<file path="src/sv/npe_pkg.sv">
// npe_pkg: shared widths and defaults for the next permutation engine.
// No dependencies; imported by npe_store and next_permutation_engine.
`default_nettype none

package npe_pkg;

    localparam int VAL_W       = 7;   // element value width
    localparam int MAX_LEN_DEF = 64;  // default longest permutation held

endpackage

`default_nettype wire

</file>
<file path="src/sv/npe_store.sv">
// npe_store: element memory, one write port and one registered read port.
// Depends on npe_pkg for the element width.
`default_nettype none

module npe_store
    import npe_pkg::*;
#(
    parameter int DEPTH = MAX_LEN_DEF,
    localparam int AW   = (DEPTH > 1) ? $clog2(DEPTH) : 1
) (
    input  wire logic             i_clk,
    input  wire logic             i_wr_en,
    input  wire logic [AW-1:0]    i_wr_addr,
    input  wire logic [VAL_W-1:0] i_wr_data,
    input  wire logic [AW-1:0]    i_rd_addr,
    output logic      [VAL_W-1:0] o_rd_data
);

    logic [VAL_W-1:0] r_mem [DEPTH];

    always_ff @(posedge i_clk) begin
        if (i_wr_en) begin
            r_mem[i_wr_addr] <= i_wr_data;
        end
        o_rd_data <= r_mem[i_rd_addr];
    end

endmodule

`default_nettype wire

</file>
<file path="src/sv/next_permutation_engine.sv">
// next_permutation_engine: lexicographic successor of a loaded permutation.
// Depends on npe_pkg and npe_store.
//
// Usage:
//   Input items (i_elem_value, i_last) are taken when start is high and busy
//   is low. Loading takes one item per cycle; busy stays low until the item
//   flagged last arrives, which fixes the length n (at most MAX_LEN; extra
//   elements are dropped, though their last flag still closes the sequence).
//   busy then stays high while one sequencer walks the element memory through
//   its single read port and single write port: a pivot search (S_PIV_RD,
//   S_PIV_CMP) from the right, a successor search (S_SUC_RD, S_SUC_CMP)
//   from the right, a swap (S_SWP_A, S_SWP_B), a reversal of the suffix
//   pair by pair (S_REV_RDA to S_REV_WRB) and output (S_OUT_RD, S_OUT).
//   Results appear on o_out_value/o_exists/o_out_last for one cycle each,
//   marked by o_valid; the last one carries o_out_last. With no successor a
//   single result with o_exists low and o_out_value zero is given.
//   The receiver cannot stall. Reset (synchronous, active low) returns the
//   sequencer to idle and empties the element count; memory is not cleared.
`default_nettype none

module next_permutation_engine
    import npe_pkg::*;
#(
    parameter int MAX_LEN = MAX_LEN_DEF
) (
    input  wire logic             i_clk,
    input  wire logic             i_rst_n,
    input  wire logic             start,
    output logic                  busy,
    input  wire logic [VAL_W-1:0] i_elem_value,
    input  wire logic             i_last,
    output logic                  o_valid,
    output logic      [VAL_W-1:0] o_out_value,
    output logic                  o_exists,
    output logic                  o_out_last
);

    localparam int AW = (MAX_LEN > 1) ? $clog2(MAX_LEN) : 1;
    localparam int CW = $clog2(MAX_LEN + 1);

    typedef enum logic [12:0] {
        S_IDLE    = 13'b0000000000001,
        S_PIV_RD  = 13'b0000000000010,
        S_PIV_CMP = 13'b0000000000100,
        S_SUC_RD  = 13'b0000000001000,
        S_SUC_CMP = 13'b0000000010000,
        S_SWP_A   = 13'b0000000100000,
        S_SWP_B   = 13'b0000001000000,
        S_REV_RDA = 13'b0000010000000,
        S_REV_RDB = 13'b0000100000000,
        S_REV_WRA = 13'b0001000000000,
        S_REV_WRB = 13'b0010000000000,
        S_OUT_RD  = 13'b0100000000000,
        S_OUT     = 13'b1000000000000
    } t_state;

    t_state           r_state, n_state;
    logic             r_none,  n_none;
    logic [CW-1:0]    r_cnt,   n_cnt;
    logic [AW-1:0]    r_top,   n_top;
    logic [AW-1:0]    r_idx,   n_idx;
    logic [AW-1:0]    r_piv,   n_piv;
    logic [AW-1:0]    r_lo,    n_lo;
    logic [AW-1:0]    r_hi,    n_hi;
    logic [VAL_W-1:0] r_prev,  n_prev;
    logic [VAL_W-1:0] r_pval,  n_pval;
    logic [VAL_W-1:0] r_tmp,   n_tmp;

    logic             wr_en;
    logic [AW-1:0]    wr_addr;
    logic [VAL_W-1:0] wr_data;
    logic [AW-1:0]    rd_addr;
    logic [VAL_W-1:0] rd_data;

    logic             room;
    logic [CW-1:0]    n_len;
    logic [AW-1:0]    lo_inc;
    logic [AW-1:0]    hi_dec;

    npe_store #(
        .DEPTH (MAX_LEN)
    ) u_store (
        .i_clk     (i_clk),
        .i_wr_en   (wr_en),
        .i_wr_addr (wr_addr),
        .i_wr_data (wr_data),
        .i_rd_addr (rd_addr),
        .o_rd_data (rd_data)
    );

    assign room   = (r_cnt < CW'(MAX_LEN));
    assign n_len  = room ? CW'(r_cnt + 1'b1) : r_cnt;
    assign lo_inc = AW'(r_lo + 1'b1);
    assign hi_dec = AW'(r_hi - 1'b1);

    always_comb begin
        n_state = r_state;
        n_none  = 1'b0;
        n_cnt   = r_cnt;
        n_top   = r_top;
        n_idx   = r_idx;
        n_piv   = r_piv;
        n_lo    = r_lo;
        n_hi    = r_hi;
        n_prev  = r_prev;
        n_pval  = r_pval;
        n_tmp   = r_tmp;
        wr_en   = 1'b0;
        wr_addr = r_lo;
        wr_data = rd_data;
        rd_addr = r_idx;

        if (r_none) begin
            // single no-successor result takes this cycle
            n_state = S_IDLE;
        end else begin
            case (r_state)
                S_IDLE: begin
                    if (start) begin
                        wr_en   = room;
                        wr_addr = r_cnt[AW-1:0];
                        wr_data = i_elem_value;
                        n_cnt   = n_len;
                        if (i_last) begin
                            n_cnt = '0;
                            n_top = AW'(n_len - 1'b1);
                            n_idx = AW'(n_len - 1'b1);
                            if (n_len < CW'(2)) begin
                                n_none = 1'b1;
                            end else begin
                                n_state = S_PIV_RD;
                            end
                        end
                    end
                end
                S_PIV_RD: begin
                    n_state = S_PIV_CMP;
                end
                S_PIV_CMP: begin
                    if ((r_idx != r_top) && (rd_data < r_prev)) begin
                        n_piv   = r_idx;
                        n_pval  = rd_data;
                        n_idx   = r_top;
                        n_state = S_SUC_RD;
                    end else begin
                        n_prev = rd_data;
                        if (r_idx == '0) begin
                            n_none  = 1'b1;
                            n_state = S_IDLE;
                        end else begin
                            n_idx   = AW'(r_idx - 1'b1);
                            n_state = S_PIV_RD;
                        end
                    end
                end
                S_SUC_RD: begin
                    n_state = S_SUC_CMP;
                end
                S_SUC_CMP: begin
                    // the element right of the pivot always qualifies
                    if (rd_data > r_pval) begin
                        n_tmp   = rd_data;
                        n_state = S_SWP_A;
                    end else begin
                        n_idx   = AW'(r_idx - 1'b1);
                        n_state = S_SUC_RD;
                    end
                end
                S_SWP_A: begin
                    wr_en   = 1'b1;
                    wr_addr = r_piv;
                    wr_data = r_tmp;
                    n_state = S_SWP_B;
                end
                S_SWP_B: begin
                    wr_en   = 1'b1;
                    wr_addr = r_idx;
                    wr_data = r_pval;
                    n_lo    = AW'(r_piv + 1'b1);
                    n_hi    = r_top;
                    n_idx   = '0;
                    n_state = (AW'(r_piv + 1'b1) < r_top) ? S_REV_RDA : S_OUT_RD;
                end
                S_REV_RDA: begin
                    rd_addr = r_lo;
                    n_state = S_REV_RDB;
                end
                S_REV_RDB: begin
                    rd_addr = r_hi;
                    n_tmp   = rd_data;
                    n_state = S_REV_WRA;
                end
                S_REV_WRA: begin
                    wr_en   = 1'b1;
                    wr_addr = r_lo;
                    wr_data = rd_data;
                    n_state = S_REV_WRB;
                end
                S_REV_WRB: begin
                    wr_en   = 1'b1;
                    wr_addr = r_hi;
                    wr_data = r_tmp;
                    n_lo    = lo_inc;
                    n_hi    = hi_dec;
                    n_state = (lo_inc < hi_dec) ? S_REV_RDA : S_OUT_RD;
                end
                S_OUT_RD: begin
                    n_state = S_OUT;
                end
                S_OUT: begin
                    if (r_idx == r_top) begin
                        n_state = S_IDLE;
                    end else begin
                        n_idx   = AW'(r_idx + 1'b1);
                        n_state = S_OUT_RD;
                    end
                end
                default: begin
                    n_state = S_IDLE;
                end
            endcase
        end
    end

    always_ff @(posedge i_clk) begin
        if (!i_rst_n) begin
            r_state <= S_IDLE;
            r_none  <= 1'b0;
            r_cnt   <= '0;
        end else begin
            r_state <= n_state;
            r_none  <= n_none;
            r_cnt   <= n_cnt;
        end
    end

    always_ff @(posedge i_clk) begin
        r_top  <= n_top;
        r_idx  <= n_idx;
        r_piv  <= n_piv;
        r_lo   <= n_lo;
        r_hi   <= n_hi;
        r_prev <= n_prev;
        r_pval <= n_pval;
        r_tmp  <= n_tmp;
    end

    assign busy        = (r_state != S_IDLE) || r_none;
    assign o_valid     = (r_state == S_OUT) || r_none;
    assign o_out_value = r_none ? '0 : rd_data;
    assign o_exists    = !r_none;
    assign o_out_last  = r_none || (r_idx == r_top);

    a_valid_busy : assert property (@(posedge i_clk) disable iff (!i_rst_n)
        o_valid |-> busy)
        else $error("result strobe while idle");

    a_none_shape : assert property (@(posedge i_clk) disable iff (!i_rst_n)
        (o_valid && !o_exists) |-> (o_out_last && (o_out_value == '0)))
        else $error("no-successor result malformed");

    a_last_idle : assert property (@(posedge i_clk) disable iff (!i_rst_n)
        (o_valid && o_out_last) |=> !busy)
        else $error("block not idle after final result");

    a_load_quiet : assert property (@(posedge i_clk) disable iff (!i_rst_n)
        (start && !busy && !i_last) |=> (!o_valid && !busy))
        else $error("unexpected result or busy during loading");

endmodule

`default_nettype wire

</file>
<file path="config.mk">
export PLATFORM = sky130hd
export DESIGN_NAME = next_permutation_engine
export DESIGN_NICKNAME = d
export VERILOG_FILES = /design/src/sv/npe_pkg.sv /design/src/sv/npe_store.sv /design/src/sv/next_permutation_engine.sv
export SDC_FILE = /design/constraint.sdc
export NUM_CORES = 1
export LEC_CHECK = 0
export CORE_UTILIZATION = 65
export CTS_CLUSTER_DIAMETER = 100
export DETAILED_ROUTE_END_ITERATION = 10
export DONT_BUFFER_PORTS = 1
export MAX_ROUTING_LAYER = met4
export PLACE_DENSITY = 0.81
export SKIP_LAST_GASP = 1
export SLEW_MARGIN = 25
export SYNTH_ARGS = -nofsm -noshare
export SYNTH_HDL_FRONTEND = slang
export SYNTH_SLANG_ARGS = --single-unit
export TNS_END_PERCENT = 1
</file>
<file path="constraint.sdc">
create_clock -name i_clk -period 12.5 [get_ports i_clk]
set_input_delay 2.5 -clock i_clk [delete_from_list [all_inputs] [get_ports i_clk]]
set_output_delay 2.5 -clock i_clk [all_outputs]
set_load 0.01 [all_outputs]
</file>
==> results of run 1 <==
[layout make-up]
class                           instances  area, µm²
Multi-Input combinational cell        987       6820
Tap cell                              455        569
Fill cell                            2198       9700
Clock buffer                           63       1340
Timing Repair Buffer                   18        135
Sequential cell                       527      15500
Clock inverter                         28        223
Inverter                               34        128
Antenna cell                            2       5.00
[worst max-delay path: stages (launching register included)]
cell	delay, ps
dfxtp_1	860
inv_1	480
nand3_1	270
a21o_1	450
a211o_4	730
buf_4	790
buf_4	860
mux2i_1	280
o22ai_1	90
o21ai_0	200
o2111ai_1	120
or4_1	470
[routing by layer]
layer | part of all wire [%] | vias to the layer above | global-route usage [%]
met4 | 3.8 | 0 | 13.6
met2 | 47 | 808 | 46.1
met1 | 39 | 6850 | 39.8
li1 | - | 6225 | -
met3 | 9.8 | 153 | 5.54
met5 | 0 | - | -
[state kept, by name, indices dropped and copies added, names as in the netlist, 7 cells and up]
register	cells
u_store.r_mem	448
r_cnt	7
u_store.o_rd_data	7
r_pval	7
r_tmp	7
r_prev	7
r_state	13
[cells in the mapped netlist (19+ instances only)]
master / instances / area (µm²)
nand2_1: 153 / 574
o21ai_1: 19 / 95.1
dfxtp_1: 28 / 561
mux2_2: 25 / 282
edfxtp_1: 499 / 15000
ha_1: 30 / 375
a21oi_1: 51 / 255
inv_1: 34 / 128
clkbuf_1: 38 / 143
buf_2: 29 / 145
a22oi_1: 19 / 143
a32oi_1: 32 / 280
o22ai_1: 66 / 413
nand3_1: 64 / 320
nor2_1: 117 / 439
o21ai_0: 31 / 155
nor2b_1: 22 / 138
mux2i_1: 168 / 1680
[report_power, final]
part / internal, mW / switching (mW)
combinational: 0.0966 / 0.240
clock: 0.804 / 0.639
sequential: 2.02 / 0.0281
total: 2.92 / 0.906
[logic make-up (layout without fill, tap and decap cells)]
logic type,after synthesis,after routing,share of synthesized area (%)
buf+inv,113,143,2.22
flops,527,527,68.3
compound gates,277,277,8.24
xor+xnor,35,35,1.35
other cells,0,2,0
simple gates,449,449,9.44
mux,196,196,8.78
fa+ha+maj,30,30,1.65
[worst min path at each step]
stage / depth (start not counted) / endpoint / startpoint
2_1_floorplan: 0 / r_piv[2] / r_idx[2]
3_3_place_gp: 2 / r_state[2] / r_state[0]
3_5_place_dp: 2 / r_state[2] / r_state[0]
4_1_cts: 2 / r_state[2] / r_state[0]
5_1_grt: 2 / r_state[2] / r_state[0]
6_report: 2 / r_state[2] / r_state[0]
==> flow_summary.json, run 1 <==
{
  "worst_slack_ps": 6710,
  "r2r_slack_ps": 6710,
  "post-route-drc-count": 0,
  "io_pins": 22,
  "grt_pass1_vias": 13700,
  "core_mm2": 0.0345,
  "period_needed_ps": 5790,
  "die_h_um": 189,
  "power.leakage_nw": 8.57,
  "ys_types": 73,
  "layout-drive-gt1-share_pct": 9.11,
  "timing.setup.tns_ps": 0,
  "maxSlewHeadroom_pct": 29.2,
  "synth_edf_count": 499,
  "mostFrequentLayoutCells": "499 x edfxtp_1, 168 x mux2i_1, 153 x nand2_1, 117 x nor2_1, 66 x o22ai_1",
  "cap_violations": 0,
  "final_common_cell": "edfxtp_1",
  "placed_cells": 2021,
  "worst_pin_slew_ps": 1060,
  "grt_max_degree": 82,
  "post-place-ws_ps": 6730,
  "synth-async-reset-ratio_pct": 0,
  "numCtsBuffers": 50,
  "cts_tree": "done",
  "critPathLaunch": "r_none",
  "synth_seq_cells": 527,
  "drtPass1Iterations": 8,
  "r2r_end": "u_store.o_rd_data[5]",
  "die-area_mm2": 0.0358,
  "synthFlopType": "edfxtp_1",
  "vias_per_cell": 6.64,
  "antenna_found_initial": 5,
  "clock_latency_ps": 600,
  "hp-class": "reg -> reg",
  "routedWlPerCell_um": 24.3,
  "clock-sinks": 527,
  "core.rowCount": 68,
  "ctsHoldBuffers": 0,
  "p_total_mw": 3.83,
  "grt_first_pass_wirelength_mm": 78.6,
  "place_area_mm2": 0.0232,
  "cts_root_buf": "clkbuf_16",
  "synth_nets": 1668,
  "nNetsFinal": 1659,
  "fin_skew_ps": 16.9,
  "ir_worst_vdd_v": 0.000143,
  "post_cts_resized": 0,
  "gp_congestion": 0.991,
  "syn_inst": 1627,
  "grt_usage_pct": 30.2,
  "syn_to_final_growth_pct": 8.82,
  "cp.required_ps": 12980,
  "fp.dieW_um": 189,
  "synth_area_mm2": 0.0228,
  "setup_viol": 0,
  "final_cells": 2114,
  "overflow": 0,
  "rsz0062_at_grt": "no",
  "critPathMaxFanout": 59,
  "ys.warnings.count": 0,
  "synth_seq_area_share_pct": 68.3,
  "cp-end-kind": "flip-flop",
  "h-tree-depth": 2,
  "finalMaxSlewViolations": 0,
  "start_util_pct": 66.0,
  "ant_nets": 0,
  "port_buffers": 0,
  "r2r_cells": 11,
  "wirelength_mm": 51.4,
  "finalHoldViolCount": 0,
  "p_per_area_mw_per_mm2": 155,
  "clkSlewWorstSetupHoldPaths_ps": 70,
  "fin_hold_ws_ps": 571,
  "worstReg2RegStart": "r_none",
  "worstSetupEndpoint": "u_store.o_rd_data[5]",
  "cts_buffer_depth": 3,
  "dp_hpwl_mm": 32.9,
  "crit_arrival_ps": 6270,
  "start_kind": "flip-flop",
  "drt_iter0_drc": 1772,
  "via_count": 14000,
  "final_cell_area_mm2": 0.0248,
  "crit_type": "reg -> reg",
  "fin_crit_sh_pct": 46.3,
  "synth.avg_cell_area_um2": 14.0,
  "max_freq_mhz": 173,
  "cts_setup_buffers": 0,
  "outcome": "complete, no violations",
  "utilization_pct": 71.9
}
Power figures use the tool's default switching activity.
==> run 2: changes to the inputs <==
--- a/config.mk
+++ b/config.mk
@@ -5,12 +5,13 @@
 export SDC_FILE = /design/constraint.sdc
 export NUM_CORES = 1
 export LEC_CHECK = 0
-export CORE_UTILIZATION = 65
+export ABC_AREA = 1
+export CORE_UTILIZATION = 64
 export CTS_CLUSTER_DIAMETER = 100
 export DETAILED_ROUTE_END_ITERATION = 10
 export DONT_BUFFER_PORTS = 1
 export MAX_ROUTING_LAYER = met4
-export PLACE_DENSITY = 0.81
+export PLACE_DENSITY = 0.8
 export SKIP_LAST_GASP = 1
 export SLEW_MARGIN = 25
 export SYNTH_ARGS = -nofsm -noshare
==> constraint.sdc (replaced) <==
create_clock -name i_clk -period 5.75 [get_ports i_clk]
set_input_delay 1.15 -clock i_clk [delete_from_list [all_inputs] [get_ports i_clk]]
set_output_delay 1.15 -clock i_clk [all_outputs]
set_load 0.01 [all_outputs]
==> flow_summary.json, run 2 <==
{
  "outcome": "complete, no violations",
  "grt_pass1_vias": 18100,
  "vias_per_cell": 6.03,
  "core_mm2": 0.0387,
  "wirelength_mm": 65.4,
  "antenna_found_initial": 1,
  "core.rowCount": 72,
  "routedWlPerCell_um": 21.2,
  "start_kind": "flip-flop",
  "die-area_mm2": 0.0401,
  "ctsHoldBuffers": 0,
  "whs_path_depth": 2,
  "fill_cells": 2752,
  "crit_arrival_ps": 4660,
  "port_buffers": 0,
  "worstReg2RegStart": "r_state[6]",
  "synth_edf_count": 499,
  "drt_iter0_drc": 2498,
  "hold-path-endpoint": "r_cnt[0]",
  "cts_buffer_depth": 3,
  "numCtsBuffers": 52,
  "syn_inst": 2558,
  "synth_common_cells": "512 x nand3_1, 499 x edfxtp_1, 466 x nand2_1, 462 x inv_1, 155 x nor2_1",
  "ys_types": 45,
  "worst_pin_slew_ps": 1070,
  "synth_area_mm2": 0.0252,
  "r2r_slack_ps": 1340,
  "reg_top3": "u_store.r_mem (448), r_state (13)",
  "gp_congestion": 0.981,
  "layout-drive-gt1-share_pct": 5.62,
  "clock_latency_ps": 610,
  "synth_top_area_share_pct": 59.5,
  "cp-end-kind": "flip-flop",
  "cts_root_buf": "clkbuf_16",
  "utilization_pct": 70.3,
  "largest_reg_flops": 448,
  "placed_cells": 2983,
  "cts_tree": "done",
  "post-route-drc-count": 0,
  "ant_nets": 0,
  "die_h_um": 200,
  "grt_max_degree": 91,
  "synth_seq_area_share_pct": 61.7,
  "yosysMostFrequentCell": "nand3_1",
  "synth.avg_cell_area_um2": 9.84,
  "period_needed_ps": 4410,
  "clkSlewWorstSetupHoldPaths_ps": 60,
  "timing.setup.tns_ps": 0,
  "nNetsFinal": 2561,
  "power.leakage_nw": 11.3,
  "p_per_area_mw_per_mm2": 328,
  "synth-async-reset-ratio_pct": 0,
  "fp.dieW_um": 200,
  "final_cells": 3080,
  "mostFrequentLayoutCells": "512 x nand3_1, 499 x edfxtp_1, 466 x nand2_1, 461 x inv_1, 154 x nor2_1",
  "fin_crit_sh_pct": 76.8,
  "dp_hpwl_mm": 40.5,
  "synth_seq_cells": 527,
  "fin_skew_ps": 11.5,
  "synth_nets": 2599,
  "place_area_mm2": 0.0255,
  "synthFlopType": "edfxtp_1",
  "min_from": "r_cnt[0]",
  "finalHoldViolCount": 0,
  "overflow": 0,
  "grt_first_pass_wirelength_mm": 101,
  "ir_worst_vdd_v": 0.000355,
  "via_count": 18600,
  "finalMaxSlewViolations": 0,
  "critPathMaxFanout": 28,
  "fin_hold_ws_ps": 509,
  "setup_viol": 0,
  "r2r_end": "u_store.r_mem[55][2]",
  "max_flop_register": "u_store.r_mem",
  "cts_setup_buffers": 0,
  "maxSlewHeadroom_pct": 28.5,
  "r2r_cells": 11,
  "cap_violations": 0,
  "post_cts_resized": 0,
  "rsz0062_at_grt": "no",
  "clock-sinks": 527,
  "synth.area.top_cells": "edfxtp_1 60%, nand3_1 10%, nand2_1 6.9%, inv_1 6.9%, nor2_1 2.3%",
  "crit_type": "reg -> reg",
  "max_freq_mhz": 227,
  "grt_usage_pct": 34.1,
  "hp-class": "reg -> reg",
  "final_common_cell": "nand3_1",
  "h-tree-depth": 2,
  "ys.warnings.count": 0,
  "syn_to_final_growth_pct": 8.07,
  "start_util_pct": 65.0,
  "cp.required_ps": 5990,
  "yosysTopAreaCell": "edfxtp_1",
  "final_cell_area_mm2": 0.0272,
  "io_pins": 22,
  "drtPass1Iterations": 7
}
run 2: changes by cell type in the layout (fill, tap and decap cells not counted), sizes merged, moves of 12 or more:
cell    change
mux2       -28
o22ai      -49
a222oi     -12
mux2i     -166
nand3b     +69
nor2b      -22
a32oi      -32
a22oi      -21
o21ai      -20
inv       +428
nand2     +326
nor2       +48
nand3     +450
run 2: cells by family (layout without fill, tap and decap cells):
group	after synthesis	in the layout	share of synthesized area, %
flip-flops	527	527	61.7
multiplexers	2	2	0.0795
other	0	1	0
AO/OA/AOI/OAI	120	120	2.83
AND/OR/NAND/NOR	1271	1271	23.5
adder cells (fa/ha/maj)	30	30	1.49
buffers and inverters	580	583	9.39
XOR/XNOR	28	28	0.974
run 2: how the worst max path moves through the flow:
stage | startpoint | end | cells past startpoint
final | r_state[6] | u_store.r_mem[55][2] | 11
after floorplan | start | u_store.r_mem[0][5] | 3
after detailed placement | r_none | u_store.o_rd_data[0] | 12
after global placement | r_none | u_store.o_rd_data[4] | 12
after CTS | r_none | u_store.o_rd_data[0] | 12
after global routing | r_none | u_store.o_rd_data[0] | 12
run 2: stage by stage:
stage	setup slack [ps]	total power, mW
detailed placement	1480	5.68
floorplan	1140	5.25
finish	1340	8.93
global route	1040	9.18
CTS	1460	8.91
global placement	1530	5.65
run 2: final cells by class:
type	instances	area (µm²)	share of cell area, %
repair buffers	24	238	0.874
clock buffers	69	1430	5.25
flip-flops and latches	527	15500	57.1
diodes	1	2.50	0.00919
inverters	464	1740	6.40
multi-input cells	1451	7400	27.2
clock inverters	26	206	0.759
well taps	518	648	2.38
run 2: where the power goes:
part           total (mW)  internal (mW)  switching [mW]
clock network        3.29           1.87            1.42
registers            4.49           4.44          0.0521
logic                1.15          0.268           0.882
total                8.93           6.58            2.35
run 2: routing by layer:
layer | vias up | wire, µm | part of all wire [%] | track usage (%)
met2 | 1197 | 30700 | 47 | 52.5
li1 | 8456 | - | - | -
met5 | - | 0 | 0 | -
met3 | 180 | 7430 | 11 | 6.44
met1 | 8734 | 24900 | 38 | 44.9
met4 | 0 | 2320 | 3.5 | 13.7
run 2: worst max-delay path, cell delays in order, from the launching register on:
cell and delay (ps):
dfxtp_1 330, nor2_2 170, nand2_2 160, nor2_8 190, nand2_2 350, nand2_2 310
nor3_2 100, nor2_4 450, o21ai_2 220, inv_1 230, nand3_1 740, nor2_1 760
